$ cat src/design/bspc_pkg.sv
// Package for the BLDC speed PI controller: constants, types, register codes.
// No dependencies.
package bspc_pkg;
    localparam int unsigned DutyW = 12;
    localparam int unsigned IntvW = 24;
    localparam logic [11:0] KpLow  = 12'd500;
    localparam logic [11:0] KpHigh = 12'd4000;
    localparam int unsigned PiShift = 14;
    localparam logic [9:0]  KhzScale = 10'd1000;
    localparam logic [23:0] Max24 = 24'hFFFFFF;
    // Divide by 3 as multiply by ceil(2^25/3) and shift; exact below 2^25
    localparam logic [23:0] Recip3 = 24'hAAAAAB;
    localparam int unsigned Recip3Shift = 25;
    localparam int unsigned CfgIdxW = 3;
    localparam int unsigned CfgDataW = 17;

    typedef enum logic [2:0] {
        REG_MIN_DUTY    = 3'd0,
        REG_GAIN_SWITCH = 3'd1,
        REG_PWM_PERIOD  = 3'd2,
        REG_MAX_HALL    = 3'd3,
        REG_CNT_FREQ    = 3'd4,
        REG_CTRL_INTV   = 3'd5,
        REG_SAMPLE_INTV = 3'd6,
        REG_SPEED_DIV   = 3'd7
    } reg_idx_t;

    typedef enum logic [3:0] {
        ST_IDLE,
        ST_SCHED,
        ST_DIV_DUTY,
        ST_HALL_MUL,
        ST_DIV_HALL,
        ST_NUM_MUL,
        ST_DIV_EXP,
        ST_PI_MUL,
        ST_PI_SUM,
        ST_DIV3,
        ST_APPLY,
        ST_OUT
    } state_t;

    // Commands from controller to datapath
    typedef struct packed {
        logic sched;
        logic div_start;
        logic [1:0] div_sel;   // 0 duty, 1 hall, 2 expected
        logic duty_done;
        logic hall_done;
        logic exp_done;
        logic pi_mul;
        logic pi_sum;
        logic div3;
        logic apply;
    } cmd_t;

    // Status from datapath to controller
    typedef struct packed {
        logic div_busy;
        logic take_sp;
        logic run_pi;
    } stat_t;

    localparam logic [1:0] DivDuty = 2'd0;
    localparam logic [1:0] DivHall = 2'd1;
    localparam logic [1:0] DivExp  = 2'd2;
endpackage

$ cat src/design/bspc_div.sv
// Iterative restoring divider, one quotient bit per cycle.
// Depends on bspc_pkg only through its users; standalone.
module bspc_div #(
    parameter int unsigned W = 48
) (
    input  logic         clk,
    input  logic         rst_n,
    input  logic         start,
    input  logic [W-1:0] num,
    input  logic [W-1:0] den,
    output logic         busy,
    output logic [W-1:0] quo
);
    localparam int unsigned CW = $clog2(W + 1);
    logic [W-1:0]  rem_reg, rem_next;
    logic [W-1:0]  q_reg, q_next;
    logic [W-1:0]  d_reg, d_next;
    logic [CW-1:0] cnt_reg, cnt_next;
    logic [W:0]    trial;

    // Shift one numerator bit in per cycle
    always_comb
    begin
        rem_next = rem_reg;
        q_next   = q_reg;
        d_next   = d_reg;
        cnt_next = cnt_reg;
        trial    = {rem_reg, q_reg[W-1]} - {1'b0, d_reg};
        if (start)
        begin
            rem_next = '0;
            q_next   = num;
            d_next   = den;
            cnt_next = CW'(W);
        end
        else if (cnt_reg != '0)
        begin
            cnt_next = cnt_reg - 1'b1;
            if (!trial[W])
            begin
                rem_next = trial[W-1:0];
                q_next   = {q_reg[W-2:0], 1'b1};
            end
            else
            begin
                rem_next = {rem_reg[W-2:0], q_reg[W-1]};
                q_next   = {q_reg[W-2:0], 1'b0};
            end
        end
    end

    always_ff @(posedge clk or negedge rst_n)
    begin
        if (!rst_n)
            cnt_reg <= '0;
        else
            cnt_reg <= cnt_next;
    end

    always_ff @(posedge clk)
    begin
        rem_reg <= rem_next;
        q_reg   <= q_next;
        d_reg   <= d_next;
    end

    assign busy = (cnt_reg != '0);
    assign quo  = q_reg;
endmodule

$ cat src/design/bspc_ctrl.sv
// Controller state machine sequencing setpoint and PI steps.
// Depends on bspc_pkg.
module bspc_ctrl (
    input  logic              clk,
    input  logic              rst_n,
    input  logic              in_fire,
    input  logic              out_fire,
    input  bspc_pkg::stat_t   stat,
    output bspc_pkg::cmd_t    cmd,
    output logic              in_ready,
    output logic              out_valid
);
    bspc_pkg::state_t state_reg, state_next;

    always_ff @(posedge clk or negedge rst_n)
    begin
        if (!rst_n)
            state_reg <= bspc_pkg::ST_IDLE;
        else
            state_reg <= state_next;
    end

    // Next state
    always_comb
    begin
        state_next = state_reg;
        unique case (state_reg)
            bspc_pkg::ST_IDLE:     if (in_fire) state_next = bspc_pkg::ST_SCHED;
            bspc_pkg::ST_SCHED:
                if (stat.take_sp) state_next = bspc_pkg::ST_DIV_DUTY;
                else if (stat.run_pi) state_next = bspc_pkg::ST_PI_MUL;
                else state_next = bspc_pkg::ST_OUT;
            bspc_pkg::ST_DIV_DUTY: if (!stat.div_busy) state_next = bspc_pkg::ST_HALL_MUL;
            bspc_pkg::ST_HALL_MUL: state_next = bspc_pkg::ST_DIV_HALL;
            bspc_pkg::ST_DIV_HALL: if (!stat.div_busy) state_next = bspc_pkg::ST_NUM_MUL;
            bspc_pkg::ST_NUM_MUL:  state_next = bspc_pkg::ST_DIV_EXP;
            bspc_pkg::ST_DIV_EXP:
                if (!stat.div_busy)
                    state_next = stat.run_pi ? bspc_pkg::ST_PI_MUL : bspc_pkg::ST_OUT;
            bspc_pkg::ST_PI_MUL:   state_next = bspc_pkg::ST_PI_SUM;
            bspc_pkg::ST_PI_SUM:   state_next = bspc_pkg::ST_DIV3;
            bspc_pkg::ST_DIV3:     state_next = bspc_pkg::ST_APPLY;
            bspc_pkg::ST_APPLY:    state_next = bspc_pkg::ST_OUT;
            bspc_pkg::ST_OUT:      if (out_fire) state_next = bspc_pkg::ST_IDLE;
            default:               state_next = bspc_pkg::ST_IDLE;
        endcase
    end

    // Outputs; divider start fires on entry to each divide state
    always_comb
    begin
        cmd = '0;
        in_ready  = 1'b0;
        out_valid = 1'b0;
        unique case (state_reg)
            bspc_pkg::ST_IDLE:  in_ready = 1'b1;
            bspc_pkg::ST_SCHED:
            begin
                cmd.sched = 1'b1;
                if (stat.take_sp)
                begin
                    cmd.div_start = 1'b1;
                    cmd.div_sel = bspc_pkg::DivDuty;
                end
            end
            bspc_pkg::ST_DIV_DUTY: cmd.duty_done = !stat.div_busy;
            bspc_pkg::ST_HALL_MUL:
            begin
                cmd.div_start = 1'b1;
                cmd.div_sel = bspc_pkg::DivHall;
            end
            bspc_pkg::ST_DIV_HALL: cmd.hall_done = !stat.div_busy;
            bspc_pkg::ST_NUM_MUL:
            begin
                cmd.div_start = 1'b1;
                cmd.div_sel = bspc_pkg::DivExp;
            end
            bspc_pkg::ST_DIV_EXP: cmd.exp_done = !stat.div_busy;
            bspc_pkg::ST_PI_MUL:  cmd.pi_mul = 1'b1;
            bspc_pkg::ST_PI_SUM:  cmd.pi_sum = 1'b1;
            bspc_pkg::ST_DIV3:    cmd.div3 = 1'b1;
            bspc_pkg::ST_APPLY:   cmd.apply = 1'b1;
            bspc_pkg::ST_OUT:     out_valid = 1'b1;
            default: ;
        endcase
    end
endmodule

$ cat src/design/bspc_dp.sv
// Datapath: config registers, period counters, setpoint and PI arithmetic.
// Depends on bspc_pkg and bspc_div.
module bspc_dp (
    input  logic                          clk,
    input  logic                          rst_n,
    input  logic                          cfg_we,
    input  logic [bspc_pkg::CfgIdxW-1:0]  cfg_idx,
    input  logic [bspc_pkg::CfgDataW-1:0] cfg_data,
    input  logic                          in_fire,
    input  logic [14:0]                   pot_sum,
    input  logic [23:0]                   meas_in,
    input  bspc_pkg::cmd_t                cmd,
    output bspc_pkg::stat_t               stat,
    output logic [11:0]                   applied_duty,
    output logic                          control_ran,
    output logic                          setpoint_updated,
    output logic [1:0]                    clamp_state
);
    localparam int unsigned DW = 48;

    logic [11:0] min_duty_reg, gsw_reg, period_reg;
    logic [15:0] hall_rate_reg, samp_intv_reg;
    logic [16:0] freq_reg;
    logic [7:0]  ctrl_intv_reg, div_reg;

    logic [7:0]  ctick_reg;
    logic [15:0] stick_reg;
    logic        pend_reg, have_sp_reg, hg_reg;
    logic [11:0] desired_reg, duty_out_reg;
    logic [23:0] exp_reg;
    logic signed [31:0] integ_reg;
    logic        ran_reg, upd_reg;
    logic [1:0]  clamp_reg;
    logic [14:0] pot_reg;
    logic [23:0] meas_reg;
    logic        take_sp_reg, run_pi_reg;

    logic [27:0] hall_prod;            // hall rate times desired duty, 16x12
    logic [26:0] freq_prod;            // freq*1000
    logic [31:0] hall_reg;
    logic signed [37:0] kpe_reg;       // Kp*e
    logic signed [24:0] e_reg;
    logic signed [38:0] sum_reg;       // floor-shifted PI sum, sign kept here
    logic        neg_reg;
    logic [23:0] exp_new;
    logic [23:0] mag3;                 // |PI sum|, below 2^23 for all inputs
    logic [47:0] q3_prod;
    logic [23:0] q3_reg;               // |PI sum| / 3

    logic [DW-1:0] dnum, dden, dquo;
    logic          dbusy;

    // Configuration writes
    always_ff @(posedge clk or negedge rst_n)
    begin
        if (!rst_n)
        begin
            min_duty_reg  <= 12'd410;
            gsw_reg       <= 12'd1024;
            period_reg    <= 12'd4095;
            hall_rate_reg <= 16'd1000;
            freq_reg      <= 17'd72000;
            ctrl_intv_reg <= 8'd9;
            samp_intv_reg <= 16'd99;
            div_reg       <= 8'd1;
        end
        else if (cfg_we)
        begin
            unique case (bspc_pkg::reg_idx_t'(cfg_idx))
                bspc_pkg::REG_MIN_DUTY:    min_duty_reg  <= cfg_data[11:0];
                bspc_pkg::REG_GAIN_SWITCH: gsw_reg       <= cfg_data[11:0];
                bspc_pkg::REG_PWM_PERIOD:  period_reg    <= cfg_data[11:0];
                bspc_pkg::REG_MAX_HALL:    hall_rate_reg <= cfg_data[15:0];
                bspc_pkg::REG_CNT_FREQ:    freq_reg      <= cfg_data[16:0];
                bspc_pkg::REG_CTRL_INTV:   ctrl_intv_reg <= cfg_data[7:0];
                bspc_pkg::REG_SAMPLE_INTV: samp_intv_reg <= cfg_data[15:0];
                bspc_pkg::REG_SPEED_DIV:   div_reg       <= cfg_data[7:0];
                default: ;
            endcase
        end
    end

    // Dividend products, loaded straight into the divider on start
    assign hall_prod = 28'(hall_rate_reg) * 28'(desired_reg);
    assign freq_prod = 27'(freq_reg) * 27'(bspc_pkg::KhzScale);

    // Divider operand select
    always_comb
    begin
        case (cmd.div_sel)
            bspc_pkg::DivDuty:
            begin
                dnum = DW'(pot_reg[14:3]);
                dden = DW'(div_reg);
            end
            bspc_pkg::DivHall:
            begin
                dnum = DW'(hall_prod);
                dden = DW'(period_reg);
            end
            default:
            begin
                dnum = DW'(freq_prod);
                dden = DW'(hall_reg);
            end
        endcase
    end

    bspc_div #(.W(DW)) u_div (
        .clk   (clk),
        .rst_n (rst_n),
        .start (cmd.div_start),
        .num   (dnum),
        .den   (dden),
        .busy  (dbusy),
        .quo   (dquo)
    );

    logic [7:0]  ctick_inc;
    logic [15:0] stick_inc;
    logic [11:0] duty_q;
    logic signed [25:0] integ_w;
    logic signed [32:0] integ_sat;
    logic signed [38:0] pi_raw;
    logic signed [26:0] corr, c8;
    logic signed [26:0] applied_w;

    assign ctick_inc = ctick_reg + 8'd1;
    assign stick_inc = stick_reg + 16'd1;
    assign duty_q = (div_reg == 8'd0) ? 12'hFFF : dquo[11:0];
    assign exp_new = (hall_reg == 32'd0 || dquo > DW'(bspc_pkg::Max24))
                     ? bspc_pkg::Max24 : dquo[23:0];
    assign integ_w = 26'(e_reg);
    assign integ_sat = 33'(integ_reg) + 33'(integ_w);
    assign pi_raw = kpe_reg + (hg_reg ? 39'(integ_reg) : 39'sd0);
    assign mag3 = sum_reg[38] ? 24'(-sum_reg) : 24'(sum_reg);
    assign q3_prod = 48'(mag3) * 48'(bspc_pkg::Recip3);
    assign corr = neg_reg ? -27'(q3_reg) : 27'(q3_reg);
    assign c8 = corr >>> 3;
    assign applied_w = 27'($signed({1'b0, desired_reg})) + c8;

    always_ff @(posedge clk or negedge rst_n)
    begin
        if (!rst_n)
        begin
            ctick_reg <= '0;
            stick_reg <= '0;
            pend_reg <= 1'b0;
            have_sp_reg <= 1'b0;
            hg_reg <= 1'b0;
            desired_reg <= '0;
            duty_out_reg <= '0;
            exp_reg <= '0;
            integ_reg <= '0;
            ran_reg <= 1'b0;
            upd_reg <= 1'b0;
            clamp_reg <= '0;
            take_sp_reg <= 1'b0;
            run_pi_reg <= 1'b0;
        end
        else
        begin
            // Advance period counters and latch requests
            if (in_fire)
            begin
                ran_reg <= 1'b0;
                clamp_reg <= '0;
                take_sp_reg <= (stick_inc > samp_intv_reg) || !have_sp_reg;
                upd_reg <= (stick_inc > samp_intv_reg) || !have_sp_reg;
                stick_reg <= (stick_inc > samp_intv_reg) ? 16'd0 : stick_inc;
                ctick_reg <= (ctick_inc > ctrl_intv_reg) ? 8'd0 : ctick_inc;
                run_pi_reg <= ((ctick_inc > ctrl_intv_reg) || pend_reg)
                              && (meas_in != 24'd0);
                pend_reg <= ((ctick_inc > ctrl_intv_reg) || pend_reg)
                            && (meas_in == 24'd0);
            end
            if (cmd.duty_done)
            begin
                desired_reg <= (duty_q < min_duty_reg) ? min_duty_reg : duty_q;
                hg_reg <= !(((duty_q < min_duty_reg) ? min_duty_reg : duty_q) < gsw_reg);
                have_sp_reg <= 1'b1;
            end
            if (cmd.exp_done)
                exp_reg <= exp_new;
            // PI integral with 32-bit saturation
            if (cmd.pi_mul)
            begin
                if (integ_sat > 33'sh0_7FFF_FFFF)
                    integ_reg <= 32'sh7FFF_FFFF;
                else if (integ_sat < -33'sh0_8000_0000)
                    integ_reg <= 32'sh8000_0000;
                else
                    integ_reg <= integ_sat[31:0];
            end
            // Clamp and drive output; a floor above the period yields the period
            if (cmd.apply)
            begin
                ran_reg <= 1'b1;
                if (applied_w > 27'($signed({1'b0, period_reg}))
                    || min_duty_reg > period_reg)
                begin
                    duty_out_reg <= period_reg;
                    clamp_reg <= 2'd2;
                    integ_reg <= '0;
                end
                else if (applied_w < 27'($signed({1'b0, min_duty_reg})))
                begin
                    duty_out_reg <= min_duty_reg;
                    clamp_reg <= 2'd1;
                    integ_reg <= '0;
                end
                else
                    duty_out_reg <= applied_w[11:0];
            end
        end
    end

    // Payload registers
    always_ff @(posedge clk)
    begin
        if (in_fire)
        begin
            pot_reg <= pot_sum;
            meas_reg <= meas_in;
        end
        if (cmd.hall_done)
            hall_reg <= (period_reg == 12'd0) ? 32'hFFFF_FFFF : dquo[31:0];
        // Error against the expected interval, fresh one when just computed
        if (cmd.exp_done)
            e_reg <= 25'($signed({1'b0, exp_new})) - 25'($signed({1'b0, meas_reg}));
        else if (cmd.sched)
            e_reg <= 25'($signed({1'b0, exp_reg})) - 25'($signed({1'b0, meas_reg}));
        if (cmd.pi_mul)
            kpe_reg <= 38'(e_reg) * 38'($signed({1'b0, hg_reg ? bspc_pkg::KpHigh
                                                         : bspc_pkg::KpLow}));
        if (cmd.pi_sum)
        begin
            sum_reg <= pi_raw >>> bspc_pkg::PiShift;
            neg_reg <= pi_raw[38];
        end
        if (cmd.div3)
            q3_reg <= 24'(q3_prod >> bspc_pkg::Recip3Shift);
    end

    assign stat.div_busy = dbusy;
    assign stat.take_sp = take_sp_reg;
    assign stat.run_pi = run_pi_reg;
    assign applied_duty = duty_out_reg;
    assign control_ran = ran_reg;
    assign setpoint_updated = upd_reg;
    assign clamp_state = clamp_reg;
endmodule

$ cat src/design/bldc_speed_pi_controller.sv
// BLDC speed PI controller with gain scheduling. One item per PWM period.
// A setpoint costs three passes of the shared iterative divider, for the duty,
// the hall rate and the expected interval; a PI step alone uses no divider pass.
// One item is in work at a time; the next is accepted in the cycle after the result transfers.
// Reset (rst_n, async low) loads register defaults and clears control state;
// payload and divider registers are not reset.
module bldc_speed_pi_controller (
    input  logic                          clk,
    input  logic                          rst_n,
    input  logic                          cfg_we,
    input  logic [bspc_pkg::CfgIdxW-1:0]  cfg_index,
    input  logic [bspc_pkg::CfgDataW-1:0] cfg_data,
    input  logic                          s_tvalid,
    output logic                          s_tready,
    input  logic [39:0]                   s_tdata,   // pot_sum[14:0], measured_interval[38:15]
    output logic                          m_tvalid,
    input  logic                          m_tready,
    output logic [15:0]                   m_tdata    // applied_duty[11:0], control_ran[12],
                                                     // setpoint_updated[13], clamp_state[15:14]
);
    bspc_pkg::cmd_t  cmd;
    bspc_pkg::stat_t stat;
    logic in_fire, out_fire;
    logic [11:0] duty;
    logic ran, upd;
    logic [1:0] clamp;

    assign in_fire  = s_tvalid && s_tready;
    assign out_fire = m_tvalid && m_tready;

    bspc_ctrl u_ctrl (
        .clk, .rst_n, .in_fire, .out_fire, .stat, .cmd,
        .in_ready (s_tready),
        .out_valid (m_tvalid)
    );

    bspc_dp u_dp (
        .clk, .rst_n,
        .cfg_we, .cfg_idx (cfg_index), .cfg_data,
        .in_fire,
        .pot_sum (s_tdata[14:0]),
        .meas_in (s_tdata[38:15]),
        .cmd, .stat,
        .applied_duty (duty),
        .control_ran (ran),
        .setpoint_updated (upd),
        .clamp_state (clamp)
    );

    assign m_tdata = {clamp, upd, ran, duty};
endmodule

$ cat config.mk
export PLATFORM = sky130hd
export DESIGN_NAME = bldc_speed_pi_controller
export DESIGN_NICKNAME = d
export VERILOG_FILES = /design/src/design/bspc_pkg.sv /design/src/design/bspc_div.sv /design/src/design/bspc_ctrl.sv /design/src/design/bspc_dp.sv /design/src/design/bldc_speed_pi_controller.sv
export SDC_FILE = /design/constraint.sdc
export NUM_CORES = 2
export LEC_CHECK = 0
export BUFFER_PORTS_ARGS = -buffer_cell sky130_fd_sc_hd__buf_2
export CELL_PAD_IN_SITES_DETAIL_PLACEMENT = 0
export CELL_PAD_IN_SITES_GLOBAL_PLACEMENT = 1
export CORE_UTILIZATION = 43
export CTS_BUF_LIST = sky130_fd_sc_hd__clkbuf_2
export DETAILED_ROUTE_END_ITERATION = 10
export HOLD_SLACK_MARGIN = 0.1
export PLACE_DENSITY = 0.77
export SKIP_CTS_REPAIR_TIMING = 1
export SLEW_MARGIN = 20
export SYNTH_ARGS = -nofsm -noshare
export SYNTH_HDL_FRONTEND = slang
export SYNTH_SLANG_ARGS = --single-unit
$ cat constraint.sdc
create_clock -name clk -period 12.3 [get_ports clk]
set_input_delay 1.23 -clock clk [delete_from_list [all_inputs] [get_ports clk]]
set_output_delay 1.23 -clock clk [all_outputs]
set_load 0.005 [all_outputs]
==> results.md <==
- Average cell area after synthesis: between 9 and 10 µm²
- Placed cell areas: 58300 µm²
- Wire per inst: between 15 and 20 µm
- Initial antenna violation count: 9
- Yosys warns: 0
- Final HPWL DP: 111000 µm
- Hold WC Path Type: input port to register
- CP Data Required Time: approximately 13 ns
- Overflow left after global routing: 0
- Clk_skew: approximately 0.14 ns
- Root Driver: clkbuf_2
- Leakage: 0.0298 µW
- Max-Cap Viols: 0
- Syn nets: about 7000
- Final Cell Area: around 60000 µm²
- Period utilization: 0.823
- Vias in the first global route: 41399
- Crit-path leading delay family: adder cells
- Slew Limit Fails: 0
- Area delta synth->final: 7.84%
- DR DRC count: 0
- TritonCTS clock tree: done
- Post-synth EDFFs: 257
- Max Clk Rate: a little under 100 MHz
- Placer's final routability congestion estimate: ~0.9
- 1st-iter DRT viols: around 2200
- Status: finished, final reports clean
- Yosys cell types: between 90 and 100
- Pwr dens: slightly above 100 nW/µm²
- RSZ-0062 raised after global routing: false
- First-pass GRT wire length: between 200000 and 250000 µm
- Drt pass-1 iters: 5
- Final count of negative-setup-slack endpoints: 0
- Mapped Cells: 5634
- Crit end category: register
- Worst path arrival time: around 11 ns
- CTS H-tree lvls: 4
- Critical Path Max Stage Delay: between 0.8 and 0.9 ns
- Fillers: 12224
- Synthesized cell area: approximately 56000 µm²
- Cell repeated most along the worst path: fa_1
- Buf/Inv on CP: 5
- GRT Util Overall: 0.219
- Share of post-route cells with drive strength above 1: 0.0934
- Starting density of the core: 0.433
- Slew headroom: 0.229
- Core area: 129000 µm²
- Fin crit period: ~10 ns
- Latest clock arrival within the worst-skew pair: around 1.5 ns
- Finished Core Util: 0.467
- Final #Nets: approximately 7000
- Routed vias: 40162
- Num ports: 83
- Max FO, Critical Path: 10
- Multi-input gate area: 37500 µm²
- Post-route ant nets: 0
- Synth Register Bits: roughly 530
- Routed vias/inst: between 5 and 6
- Die span in y: ~360 µm
- Inserted Clock Buffers: 150
- Largest net degree at the start of global routing: between 100 and 150
- Row count: between 100 and 150
- Critical path launch point type: register
- Crit Path Class: register to register
- CP max stage cell: xor2_1
- PortBufs: 78
- Synth async-reset ratio: 0.422
- Die width: roughly 360 µm
- Sequential share of the synthesized area: 0.256
- Clock transition at path regs: 0.10 ns
- Setup TNS: 0 ns
- Hold Vio Cnt, Final: 0
- WL final: 140000 µm
- Die area: 132000 µm²
- Synth Flop Type: edfxtp_1
- Peak supply drop: a little under 0.2 mV
- Reg area: between 10000 and 15000 µm²
- # clock sinks: between 500 and 600
- Slew @ Worst Pin: approximately 1.1 ns
- Deepest clock path buffer count: 3
Yosys cell counts, types with 54 or more instances:
| master | instances | area share |
|---|---|---|
| a21o_1 | 103 | 0.014 |
| a21oi_1 | 193 | 0.017 |
| a31oi_1 | 54 | 0.0060 |
| and2_1 | 160 | 0.018 |
| clkbuf_1 | 136 | 0.0091 |
| dfrtp_1 | 187 | 0.084 |
| edfxtp_1 | 257 | 0.14 |
| fa_1 | 595 | 0.21 |
| ha_1 | 696 | 0.16 |
| inv_1 | 945 | 0.063 |
| mux2_2 | 85 | 0.017 |
| nand2_1 | 478 | 0.032 |
| nand2b_1 | 80 | 0.0089 |
| nand3_1 | 87 | 0.0078 |
| nor2_1 | 212 | 0.014 |
| nor2b_1 | 68 | 0.0076 |
| nor3_1 | 58 | 0.0052 |
| o21ai_0 | 248 | 0.022 |
| xnor2_1 | 181 | 0.028 |
| xor2_1 | 86 | 0.013 |
cell type report:
| type | count | share of cell area |
|---|---|---|
| Sequential cell | 528 | 0.237 |
| Inverter | 946 | 0.0588 |
| Multi-Input combinational cell | 4001 | 0.622 |
| Timing Repair Buffer | 180 | 0.0217 |
| Antenna cell | 4 | 0.000166 |
| Clock inverter | 60 | 0.00634 |
| Tap cell | 1742 | 0.0361 |
| Clock buffer | 216 | 0.0179 |
cells in the final DEF (no fill, tap or decap), types with 24 or more instances in the layout:
| master | netlist | routed |
|---|---|---|
| nor2_1 | 212 | 207 |
| a31oi_1 | 54 | 54 |
| nand2b_1 | 80 | 80 |
| and2_1 | 160 | 160 |
| dfstp_2 | 36 | 36 |
| o21ai_0 | 248 | 248 |
| edfxtp_1 | 257 | 257 |
| ha_1 | 696 | 696 |
| a211oi_1 | 33 | 33 |
| o22a_1 | 48 | 48 |
| clkbuf_2 | 0 | 216 |
| nand3_1 | 87 | 86 |
| xor2_1 | 86 | 86 |
| nor3_1 | 58 | 52 |
| buf_2 | 9 | 77 |
| o21a_1 | 46 | 46 |
| or3_1 | 28 | 27 |
| dlygate4sd3_1 | 0 | 55 |
| inv_1 | 945 | 941 |
| clkinv_1 | 1 | 39 |
| xnor2_1 | 181 | 181 |
| nand4_1 | 30 | 30 |
| nor4_1 | 37 | 37 |
| mux2_2 | 85 | 85 |
| maj3_1 | 28 | 28 |
| buf_4 | 3 | 45 |
| nand2_1 | 478 | 478 |
| nor2b_1 | 68 | 68 |
| o211ai_1 | 24 | 24 |
| dfrtp_1 | 187 | 186 |
| dfxtp_1 | 48 | 48 |
| a21oi_1 | 193 | 192 |
| a22oi_1 | 26 | 26 |
| a21o_1 | 103 | 103 |
| o21bai_1 | 24 | 24 |
| and3_1 | 31 | 31 |
| fa_1 | 595 | 595 |
logic make-up (layout without fill, tap and decap cells):
family / Yosys count / after routing / synth area share
buf+inv: 1105 / 1402 / 0.0756
mux: 101 / 101 / 0.0200
flops: 528 / 528 / 0.256
compound gates: 979 / 979 / 0.117
simple gates: 1335 / 1335 / 0.117
other cells: 0 / 4 / 0
fa+ha+maj: 1319 / 1319 / 0.373
xor+xnor: 267 / 267 / 0.0418
routing by layer:
layer / track usage / vias to the layer above / share of wire
met2: 0.353 / 899 / 0.46
li1: - / 19371 / -
met4: 0.0622 / 0 / 0.024
met5: 0 / - / 0
met3: 0.0382 / 204 / 0.053
met1: 0.301 / 19688 / 0.46
power by group:
part	total [µW]	switching (µW)	internal [µW]
sequential	2090	146	1940
combinational	2710	1490	1220
clock	1400	826	571
total	6190	2460	3730
stage by stage:
| stage | setup WS (ns) | hold WS, ns | cells | power (µW) |
|---|---|---|---|---|
| 2_1_floorplan | 3.75 | 0.435 | 5634 | 4200 |
| 3_3_place_gp | 2.31 | 0.453 | 7340 | 4780 |
| 3_5_place_dp | 2.25 | 0.463 | 7340 | 4810 |
| 4_1_cts | 2.17 | -0.343 | 7616 | 6260 |
| 5_1_grt | 1.53 | 0.145 | 7676 | 6730 |
| 6_report | 2.17 | 0.242 | 7677 | 6190 |
path summary, 6_finish.rpt:
path / start / slack (ns) / cells after the start / to
max: u_dp.sum_reg[0] / 2.17 / 29 / u_dp.q3_reg[22]
min: s_tvalid / 0.24 / 3 / u_ctrl.state_reg[3]
max reg2reg: u_dp.sum_reg[0] / 2.17 / 29 / u_dp.q3_reg[22]
min reg2reg: u_dp.control_ran / 0.48 / 2 / u_dp.control_ran
max in group asynchronous: rst_n / 10.42 / 3 / u_dp.ctrl_intv_reg[6]
min in group asynchronous: rst_n / 0.46 / 2 / u_dp.integ_reg[11]
worst min-delay path, cell delays in order:
cell and delay (ns):
buf_2 0.09, o221ai_1 0.16, o21ai_0 0.18
(Power assumes the default switching activity.)
